File: src/rtl/crcf_pkg.sv
// Package for the CRC codeword framer: register indexes, sizes, the stage
// record and the bit-serial remainder function. No dependencies.
`default_nettype none

package crcf_pkg;

   localparam int MaxGenBits = 17;
   localparam int MaxDeg     = MaxGenBits - 1;
   localparam int DivBits    = 8 + MaxDeg;
   localparam int CwBits     = 2 * (4 + MaxDeg);
   localparam int CwCntBits  = $clog2(CwBits + 1);
   localparam int LenBits    = 5;

   typedef enum logic [1:0] {
      CSR_POLY = 2'd0,
      CSR_GLEN = 2'd1,
      CSR_MODE = 2'd2,
      CSR_MLEN = 2'd3
   } csr_idx_type;

   // one item after remainder computation, before packing
   typedef struct packed {
      logic [CwBits-1:0]    cw_bits;
      logic [CwCntBits-1:0] cw_cnt;
      logic                 first;
      logic                 last;
      logic [3:0]           pad;
   } stage_type;

   // Divide data * x^MaxDeg by a generator that has been shifted up so that
   // its leading term sits at bit MaxDeg. Return the remainder still aligned
   // at the top of the low MaxDeg bits; the caller shifts it down by
   // MaxDeg - degree. Datawords shorter than 8 bits just leave the first
   // steps idle because their top bits are zero.
   function automatic logic [MaxDeg-1:0] crc_rem(input logic [7:0] data,
                                                  input logic [MaxGenBits-1:0] gen_al);
      logic [DivBits-1:0] dvd;
      dvd = {data, {MaxDeg{1'b0}}};
      for (int i = 0; i < 8; i++) begin
         if (dvd[DivBits-1-i]) begin
            dvd = dvd ^ (DivBits'(gen_al) << (7 - i));
         end
      end
      return dvd[MaxDeg-1:0];
   endfunction

endpackage

`default_nettype wire

File: src/rtl/crc_codeword_framer_unit.sv
// CRC codeword framer top level: input register, remainder stage and the
// byte packing buffer. Depends on crcf_pkg.
`default_nettype none

// Systematic CRC encoder with configurable generator and byte framing.
//
// req_* carries message bytes. Each byte becomes one 8-bit dataword or two
// 4-bit datawords (high nibble first); each dataword is followed by its
// remainder modulo the generator. Codeword bits are packed MSB first into
// rsp_* items. The first item of a message is a header byte holding the
// pad count P, followed by P zero bits ahead of the codeword stream.
// rsp_tlast marks the last byte of a message.
//
// Pipeline: input register, remainder register, then a 64-bit packing
// buffer that shifts out one byte per cycle while rsp_tready is high. The
// first byte of an item shows on rsp_* once the item has passed the input
// and remainder registers and been loaded into the buffer. An input byte
// yields 1 to 7 output bytes, up to 6 for codeword bytes plus the header on
// the first byte of a message, so the sustained rate of items is set by the
// drain of the packing buffer. Upstream stages keep accepting while the
// buffer drains, and a stalled rsp_tready holds the buffer and backs the
// stages up in turn.
//
// Reset clears all stages, the message byte count and the pending bits and
// loads the register defaults. Configure through csr_* only while idle.

module crc_codeword_framer_unit
   import crcf_pkg::*;
(
   input  wire logic                  clock,
   input  wire logic                  reset,
   input  wire logic                  csr_we,
   input  wire logic [1:0]            csr_index,
   input  wire logic [MaxGenBits-1:0] csr_wdata,
   input  wire logic                  req_tvalid,
   output      logic                  req_tready,
   input  wire logic [7:0]            req_tdata,   // [7:0] data_byte
   output      logic                  rsp_tvalid,
   input  wire logic                  rsp_tready,
   output      logic [7:0]            rsp_tdata,   // [7:0] out_byte
   output      logic                  rsp_tlast
);

   // configuration registers
   logic [MaxGenBits-1:0] poly_ff;
   logic [LenBits-1:0]    glen_ff;
   logic                  mode_ff;
   logic [15:0]           mlen_ff;

   // input register
   logic       s0_valid_ff;
   logic [7:0] s0_data_ff;

   // remainder stage
   logic       s1_valid_ff;
   stage_type  s1_ff;
   stage_type  s1_in;
   logic [15:0] bt_ff;
   logic [15:0] bt_in;

   // packing buffer and carried bits
   logic [63:0] obuf_ff, obuf_in;
   logic [2:0]  obytes_ff, obytes_in;
   logic        olast_ff, olast_in;
   logic [6:0]  pend_ff, pend_in;
   logic [2:0]  pcnt_ff, pcnt_in;

   // handshake
   logic rsp_fire;
   logic load2;
   logic move01;

   assign rsp_fire   = rsp_tvalid && rsp_tready;
   assign load2      = s1_valid_ff && ((obytes_ff == 3'd0) ||
                                       ((obytes_ff == 3'd1) && rsp_tready));
   assign move01     = s0_valid_ff && (!s1_valid_ff || load2);
   assign req_tready = !s0_valid_ff || move01;

   assign rsp_tvalid = (obytes_ff != 3'd0);
   assign rsp_tdata  = obuf_ff[63:56];
   assign rsp_tlast  = olast_ff && (obytes_ff == 3'd1);

   // ---------------------------------------------------------------------
   // Remainder stage: clamp the generator, divide, form the codeword bits,
   // and decide header and message end from the byte count.
   // ---------------------------------------------------------------------
   logic [LenBits-1:0]    len;
   logic [LenBits-1:0]    deg;
   logic [LenBits-1:0]    up;
   logic [MaxGenBits:0]   len_mask;
   logic [MaxGenBits-1:0] gen_al;
   logic [MaxDeg-1:0]     rem_hi, rem_lo, rem_by;
   logic [MaxDeg-1:0]     crc_hi, crc_lo, crc_by;
   logic [19:0]           cw_hi, cw_lo;
   logic [5:0]            n_nib;
   logic [16:0]           bt_next;
   logic [16:0]           mb;
   logic [2:0]            per3;
   logic [2:0]            rem3;

   always_comb begin
      if (glen_ff < LenBits'(2)) begin
         len = LenBits'(2);
      end else if (glen_ff > LenBits'(MaxGenBits)) begin
         len = LenBits'(MaxGenBits);
      end else begin
         len = glen_ff;
      end
      deg      = len - LenBits'(1);
      up       = LenBits'(MaxDeg) - deg;
      len_mask = ((MaxGenBits+1)'(1) << len) - (MaxGenBits+1)'(1);
      gen_al   = MaxGenBits'((poly_ff & len_mask[MaxGenBits-1:0]) << up);

      crc_by = crc_rem(s0_data_ff, gen_al);
      crc_hi = crc_rem({4'd0, s0_data_ff[7:4]}, gen_al);
      crc_lo = crc_rem({4'd0, s0_data_ff[3:0]}, gen_al);
      rem_by = crc_by >> up;
      rem_hi = crc_hi >> up;
      rem_lo = crc_lo >> up;

      cw_hi = (20'(s0_data_ff[7:4]) << deg) | 20'(rem_hi);
      cw_lo = (20'(s0_data_ff[3:0]) << deg) | 20'(rem_lo);
      n_nib = 6'd4 + 6'(deg);

      if (mode_ff) begin
         s1_in.cw_bits = (CwBits'(s0_data_ff) << deg) | CwBits'(rem_by);
         s1_in.cw_cnt  = CwCntBits'(8) + CwCntBits'(deg);
         per3          = deg[2:0];
      end else begin
         s1_in.cw_bits = (CwBits'(cw_hi) << n_nib) | CwBits'(cw_lo);
         s1_in.cw_cnt  = CwCntBits'(8) + CwCntBits'({deg, 1'b0});
         per3          = {deg[1:0], 1'b0};
      end

      // pad count: 8 minus (message bytes * bits per byte) mod 8
      rem3      = 3'(mlen_ff[2:0] * per3);
      s1_in.pad = 4'd8 - 4'(rem3);

      mb          = (mlen_ff == 16'd0) ? 17'h10000 : 17'(mlen_ff);
      bt_next     = 17'(bt_ff) + 17'd1;
      s1_in.first = (bt_ff == 16'd0);
      s1_in.last  = (bt_next >= mb);
      bt_in       = s1_in.last ? 16'd0 : bt_next[15:0];
   end

   // ---------------------------------------------------------------------
   // Packing: prefix (header plus pad zeros, or carried bits), then the
   // codeword bits; left-align into the buffer and keep the odd tail.
   // ---------------------------------------------------------------------
   logic [15:0] pre_val;
   logic [4:0]  pre_cnt;
   logic [5:0]  total;
   logic [63:0] acc;
   logic [6:0]  lsh;
   logic [6:0]  total_up;

   always_comb begin
      if (s1_ff.first) begin
         pre_val = 16'(s1_ff.pad) << s1_ff.pad;
         pre_cnt = 5'd8 + 5'(s1_ff.pad);
      end else begin
         pre_val = 16'(pend_ff);
         pre_cnt = 5'(pcnt_ff);
      end
      total    = 6'(pre_cnt) + 6'(s1_ff.cw_cnt);
      acc      = (64'(pre_val) << s1_ff.cw_cnt) | 64'(s1_ff.cw_bits);
      lsh      = 7'd64 - 7'(total);
      total_up = 7'(total) + 7'd7;

      obuf_in   = obuf_ff;
      obytes_in = obytes_ff;
      olast_in  = olast_ff;
      pend_in   = pend_ff;
      pcnt_in   = pcnt_ff;

      if (load2) begin
         obuf_in  = acc << lsh;
         olast_in = s1_ff.last;
         if (s1_ff.last) begin
            // flush the tail as a zero-filled byte, drop carried bits
            obytes_in = total_up[5:3];
            pend_in   = 7'd0;
            pcnt_in   = 3'd0;
         end else begin
            obytes_in = total[5:3];
            pend_in   = acc[6:0] & (7'h7F >> (3'd7 - total[2:0]));
            pcnt_in   = total[2:0];
         end
      end else if (rsp_fire) begin
         obuf_in   = {obuf_ff[55:0], 8'd0};
         obytes_in = obytes_ff - 3'd1;
      end
   end

   // ---------------------------------------------------------------------
   // Registers
   // ---------------------------------------------------------------------
   always_ff @(posedge clock) begin
      if (reset) begin
         poly_ff     <= MaxGenBits'(11);
         glen_ff     <= LenBits'(4);
         mode_ff     <= 1'b1;
         mlen_ff     <= 16'd1;
         s0_valid_ff <= 1'b0;
         s1_valid_ff <= 1'b0;
         bt_ff       <= 16'd0;
         obytes_ff   <= 3'd0;
         olast_ff    <= 1'b0;
         pend_ff     <= 7'd0;
         pcnt_ff     <= 3'd0;
      end else begin
         if (csr_we) begin
            case (csr_idx_type'(csr_index))
               CSR_POLY: poly_ff <= csr_wdata;
               CSR_GLEN: glen_ff <= csr_wdata[LenBits-1:0];
               CSR_MODE: mode_ff <= csr_wdata[0];
               CSR_MLEN: mlen_ff <= csr_wdata[15:0];
               default: ;
            endcase
         end

         if (req_tready) begin
            s0_valid_ff <= req_tvalid;
         end
         if (move01) begin
            s1_valid_ff <= 1'b1;
            bt_ff       <= bt_in;
         end else if (load2) begin
            s1_valid_ff <= 1'b0;
         end

         obytes_ff <= obytes_in;
         olast_ff  <= olast_in;
         pend_ff   <= pend_in;
         pcnt_ff   <= pcnt_in;
      end
   end

   // payload registers
   always_ff @(posedge clock) begin
      if (req_tvalid && req_tready) begin
         s0_data_ff <= req_tdata;
      end
      if (move01) begin
         s1_ff <= s1_in;
      end
      obuf_ff <= obuf_in;
   end

   // ---------------------------------------------------------------------
   // Assertions
   // ---------------------------------------------------------------------
   // every item yields at least one byte
   a_load_nonempty: assert property (@(posedge clock) disable iff (reset)
      load2 |=> (obytes_ff != 3'd0))
      else $error("packing buffer empty after load");

   // draining counts down by one per taken byte
   a_drain_step: assert property (@(posedge clock) disable iff (reset)
      (rsp_fire && (obytes_ff > 3'd1)) |=> (obytes_ff == $past(obytes_ff) - 3'd1))
      else $error("packing buffer count skipped");

   // no bits carried across the end of a message
   a_no_carry_at_end: assert property (@(posedge clock) disable iff (reset)
      (olast_ff && (obytes_ff != 3'd0)) |-> (pcnt_ff == 3'd0))
      else $error("bits pending at message end");

   // a new message starts with no carried bits
   a_first_clean: assert property (@(posedge clock) disable iff (reset)
      (load2 && s1_ff.first) |-> (pcnt_ff == 3'd0))
      else $error("bits pending at message start");

   // a buffer that is stalled keeps its byte
   a_stall_hold: assert property (@(posedge clock) disable iff (reset)
      (rsp_tvalid && !rsp_tready) |=> (rsp_tvalid && $stable(rsp_tdata)))
      else $error("stalled byte changed");

endmodule

`default_nettype wire

File: config.mk
export PLATFORM = sky130hd
export DESIGN_NAME = crc_codeword_framer_unit
export DESIGN_NICKNAME = d
export VERILOG_FILES = /design/src/rtl/crcf_pkg.sv /design/src/rtl/crc_codeword_framer_unit.sv
export SDC_FILE = /design/constraint.sdc
export NUM_CORES = 1
export LEC_CHECK = 0
export BUFFER_PORTS_ARGS = -buffer_cell sky130_fd_sc_hd__buf_2
export CELL_PAD_IN_SITES_DETAIL_PLACEMENT = 1
export CELL_PAD_IN_SITES_GLOBAL_PLACEMENT = 1
export CORE_MARGIN = 1.5
export CORE_UTILIZATION = 40
export CTS_BUF_LIST = sky130_fd_sc_hd__clkbuf_2
export CTS_CLUSTER_SIZE = 14
export DETAILED_ROUTE_END_ITERATION = 12
export HOLD_SLACK_MARGIN = 0.03
export PLACE_DENSITY_LB_ADDON = 0.15
export SYNTH_ARGS = -nofsm -noshare
export SYNTH_HDL_FRONTEND = slang
export SYNTH_SLANG_ARGS = --single-unit
File: constraint.sdc
create_clock -name clock -period 21.9 [get_ports clock]
set_input_delay 2.19 -clock clock [delete_from_list [all_inputs] [get_ports clock]]
set_output_delay 2.19 -clock clock [all_outputs]
set_load 0.1 [all_outputs]
* Yosys cells after proc, flatten, opt, wreduce, memory -nomap -nowiden *
Index checks and enable logic that the tools add are counted.

cells by class
  $add $sub $neg = 14
  multiply operators = 1
  reduce and logical (&&, ||, !) cells = 22
  shifts and indexed selects = 13
  multiplexer cells = 33
  $lt $le $gt $ge = 3
  bitwise logic cells = 23
  eq/ne operators = 4

operators with widths
  operator                     number
  two-way mux 64 bit           2
  two-way mux 16 bit           5
  two-way mux 17 bit           4
  OR 64 x 40 -> 64 bit         1
  left shift 16 x 6 -> 64 bit  1
  left shift 64 x 7 -> 64 bit  1
  two-way mux 19 bit           3
  XOR 19 bit                   3
  two-way mux 18 bit           3
  XOR 18 bit                   3
  XOR 17 bit                   3
  >> shifter 16 x 5 -> 16 bit  3
  XOR 16 bit                   3
  two-way mux 46 bit           1
  OR 20 x 16 -> 20 bit         2
  OR 40 x 16 -> 40 bit         1
  OR 40 x 20 -> 40 bit         1
  left shift 20 x 6 -> 40 bit  1
  left shift 4 x 5 -> 20 bit   2
  left shift 8 x 5 -> 40 bit   1
  logical NOT 16 bit           2
  two-way mux 23 bit           1
  XOR 23 bit                   1
  two-way mux 22 bit           1
  44 further kinds             64

storage, ports and cells
  register bits = 195
  word-level logic and storage cells = 131
  output and inout bits = 11
  bits of input ports = 32

* Depth between registers and ports, before layout *
  word-level depth = 26
  depth in mapped cells = 43
  mapped depth without buffers = 28

* Least setup slack after synthesis *
No wires, ideal clock.

  path kind = register to register
  start = register glen_ff[2]
  end = register s1_ff[18] (netlist name), data pin
  buffers on the path = 15
  library setup time = 0.259 ns
  cell stages (with the launch flop) = 44
  setup slack = 11.686 ns
  arrival time = 9.955 ns
  clock period less this slack = 10.214 ns
  data required time = 21.641 ns
  cells stage by stage = dfxtp_1 buf_4 o31ai_1 nand2_1 inv_2 buf_2 buf_2 clkbuf_1 clkbuf_1 clkbuf_1 clkbuf_1 buf_1 ha_1 clkbuf_1 inv_1 xnor2_2 inv_1 clkbuf_1 (+8 left out) nor3_1 inv_1 ha_1 mux2i_1 xnor3_2 xnor2_1 buf_2 a21boi_1 o22a_1 or4_4 nand3_1 buf_2 a21oi_2 xnor2_1 mux4_2 nand2_1 and3_1 a211o_1

RTL lines
  item                    RTL line                         source
  from (decl)             crc_codeword_framer_unit.sv:46   logic [LenBits-1:0] glen_ff;
  from (signal assigned)  crc_codeword_framer_unit.sv:201  glen_ff <= LenBits'(4);
  from (signal assigned)  crc_codeword_framer_unit.sv:215  CSR_GLEN: glen_ff <= csr_wdata[LenBits-1:0];
  to (signal assigned)    crc_codeword_framer_unit.sv:245  s1_ff <= s1_in;
  to (decl)               crc_codeword_framer_unit.sv:56   stage_type s1_ff;

==> flow_summary.ini <==
[status]
status = finished, final reports clean

[layout]
most-common-layout-cells = 434 x nand2_1, 356 x nor2_1, 274 x a21oi_1, 238 x o21ai_0, 163 x mux2i_1
fill_cells = 7358
syn_to_final_growth_pct = 4.251
final_common_cell = nand2_1
nets = 3188
drive_gt1_share_pct = 9.571

[timing]
finalHoldViolCount = 0
relSlewSlack_pct = 23.58
rsz0062_at_grt = false
max_freq_mhz = 87.50
tightest_slew_ns = 1.144
slew_violations = 0
fin_ws_ns = 10.47
fin_skew_ns = 0.1001
whs_ns = 0.4836
timing.setup.tns_ns = 0
period_share_pct = 52.19
setup_viol = 0
fin_crit_ns = 11.43

[placement]
dp_hpwl_mm = 78.09
place_ws_ns = 10.77
place.gp.congestion = 0.9715
port_buffers = 41

[power]
total_power_uw = 2859
vdd_drop_max_mv = 0.1467
cellPowerDensity_nw_per_um2 = 115.6
p_leak_uw = 0.009033

[global_routing]
grt_max_degree = 79
grt-ovfl-total = 0
track_usage_pct = 33.63
grt_busiest_layer = met2
antenna_found_initial = 1
grt_use_met2_pct = 56.15
use_met3_pct = 3.824
use_met1_pct = 41.59
grt_pass1_vias = 25440
grt_first_pass_wirelength_mm = 156.8

[cts]
clk-insertion-delay-late_ns = 1.09
post_cts_buffers = 0
path_clk_slew_ns = 0.32
cts_resized = 0
root_buffer = clkbuf_2
cts_max_path_buffers = 2
ctsHtreeMaxLevel = 4
clock_sinks = 194
cts_buffers = 17
cts_hold_buf = 0
cts_tree = done

[synthesis]
yosysWarnings = 0
syn_inst = 3245
synth_fp_nets = 3322
synth.distinct_cells = 117
synth_area_per_cell_um2 = 7.310
async_flop_share_pct = 0
synth_edf_count = 124
syn-cell-area_um2 = 23720
ys_ff_latch = 194
synthFlopType = edfxtp_1
seq_area_frac_synth_pct = 21.61

[floorplan]
dieHeight_um = 246.5
die_x_um = 246.5
initial_core_util_pct = 40.34
core-area_um2 = 58800
num_rows = 89
io_pins = 43
die_area_um2 = 60770

[detailed_routing]
drtPass1Iterations = 5
routedWlPerCell_um = 26.48
routed_wl_mm = 103.2
postRouteAntennaNets = 0
first_iter_violations = 1785
vias = 25360
drcViolationCount = 0
avgViaCountPerCell = 6.506

[setup_path]
cp-start-kind = register
crit_path_end_kind = register
cp.required_ns = 22.72
r2r_setup_slack_ns = 10.47
cpPeakStageDelay_ns = 0.82
crit_fanout = 62
critPathSlowestCell = xnor2_2
arrival_ns = 12.25
critPathKind = reg -> reg

[flow_run]
cap_violations = 0

[min_path]
min_path_type = reg -> reg
[critical path, delay by kind of cell, from the launching register on]
family	cells	cell delay (ns)
mux	2	0.60
flops	1	0.39
fa+ha+maj	2	0.93
buf+inv	3	1.19
simple gates	8	2.95
xor+xnor	1	0.82
compound gates	12	4.28
[state kept, by name, summed over array words and instances, names as in the netlist]
name,count
pcnt_ff,3
bt_ff,16
obuf_ff,64
olast_ff,1
glen_ff,5
obytes_ff,3
poly_ff,16
s0_valid_ff,1
s1_ff,52
pend_ff,7
mlen_ff,16
s0_data_ff,8
s1_valid_ff,1
mode_ff,1
[layout make-up]
class	instances	area, µm²	area share (%)
multi-input combinational	2717	17370	70.24
timing repair buffer	116	768.2	3.107
clock inverter	15	166.4	0.6729
antenna	1	2.502	0.01012
clock buffer	17	85.08	0.3441
tap	773	967.2	3.911
sequential	194	5126	20.73
inverter	65	244.0	0.9866
[cell usage after synthesis (14+ instances only)]
| library cell | number | share of area, % |
|---|---|---|
| o211ai_1 | 50 | 1.6 |
| mux4_2 | 14 | 1.3 |
| nand3_1 | 115 | 2.4 |
| a211o_1 | 21 | 0.78 |
| buf_2 | 17 | 0.36 |
| and3_1 | 34 | 0.90 |
| a22oi_1 | 14 | 0.44 |
| a31oi_1 | 30 | 0.79 |
| nor2b_1 | 19 | 0.50 |
| o21ai_0 | 239 | 5.0 |
| clkbuf_1 | 202 | 3.2 |
| nand2b_1 | 19 | 0.50 |
| nor3_1 | 72 | 1.5 |
| a21oi_1 | 275 | 5.8 |
| nand4_1 | 17 | 0.45 |
| nor4_1 | 25 | 0.66 |
| mux2_2 | 56 | 2.7 |
| xor2_1 | 27 | 1.0 |
| xnor2_1 | 128 | 4.7 |
| mux2i_1 | 163 | 6.9 |
| nand3b_1 | 18 | 0.57 |
| nand2_1 | 436 | 6.9 |
| a21o_1 | 42 | 1.3 |
| a22o_1 | 38 | 1.4 |
| edfxtp_1 | 124 | 16 |
| buf_1 | 36 | 0.57 |
| o21a_1 | 16 | 0.51 |
| o22ai_1 | 55 | 1.5 |
| and2_1 | 30 | 0.79 |
| nor2_1 | 356 | 5.6 |
| o31ai_1 | 18 | 0.57 |
| dfxtp_1 | 70 | 5.9 |
| ha_1 | 44 | 2.3 |
| or3_1 | 23 | 0.61 |
| inv_1 | 55 | 0.87 |
| a211oi_1 | 37 | 1.2 |
| o221ai_1 | 14 | 0.52 |
[cell families after synthesis]
family	count (synthesis)	share of synthesized area, %
xor gates and xnor gates	169	6.878
AOI/OAI and AO/OA	1039	28.78
muxes	237	11.10
DFF	194	21.61
and+or+nand+nor	1226	23.57
adders and majority gates	46	2.448
buffers and inverters	334	5.618
[worst paths after layout]
check,startpoint,end,cells past startpoint
setup / recovery,glen_ff[3]$_SDFFE_PP0P_,s1_ff[18]$_DFFE_PP_,28
hold / removal,obytes_ff[1]$_SDFFE_PP0P_,obytes_ff[1]$_SDFFE_PP0P_,2
setup reg to reg,glen_ff[3]$_SDFFE_PP0P_,s1_ff[18]$_DFFE_PP_,28
hold reg to reg,obytes_ff[1]$_SDFFE_PP0P_,obytes_ff[1]$_SDFFE_PP0P_,2
[stage by stage]
| step | area [µm²] | cells | util (%) |
|---|---|---|---|
| 3_3_place_gp | 24470 | 3865 | 41.63 |
| 6_report | 24730 | 3898 | 42.06 |
| 3_5_place_dp | 24470 | 3865 | 41.63 |
| 5_1_grt | 24730 | 3898 | 42.06 |
| 2_1_floorplan | 23720 | 3245 | - |
| 4_1_cts | 24730 | 3897 | 42.05 |
[where the power goes]
group	switching, µW	leakage (µW)	internal, µW
registers	41.5	0.00175	503
logic	1420	0.00713	689
clock network	157	0.000154	48.6
total	1620	0.00903	1240
[metal layers]
metal  part of all wire (%)  vias up  wire length, µm
met1                     42    12540            43790
met5                      0        -                0
met4                    6.2        0             6441
met3                    4.3      292             4422
met2                     47      852            48570
li1                       -    11680                -
Power figures use the tool's default switching activity.
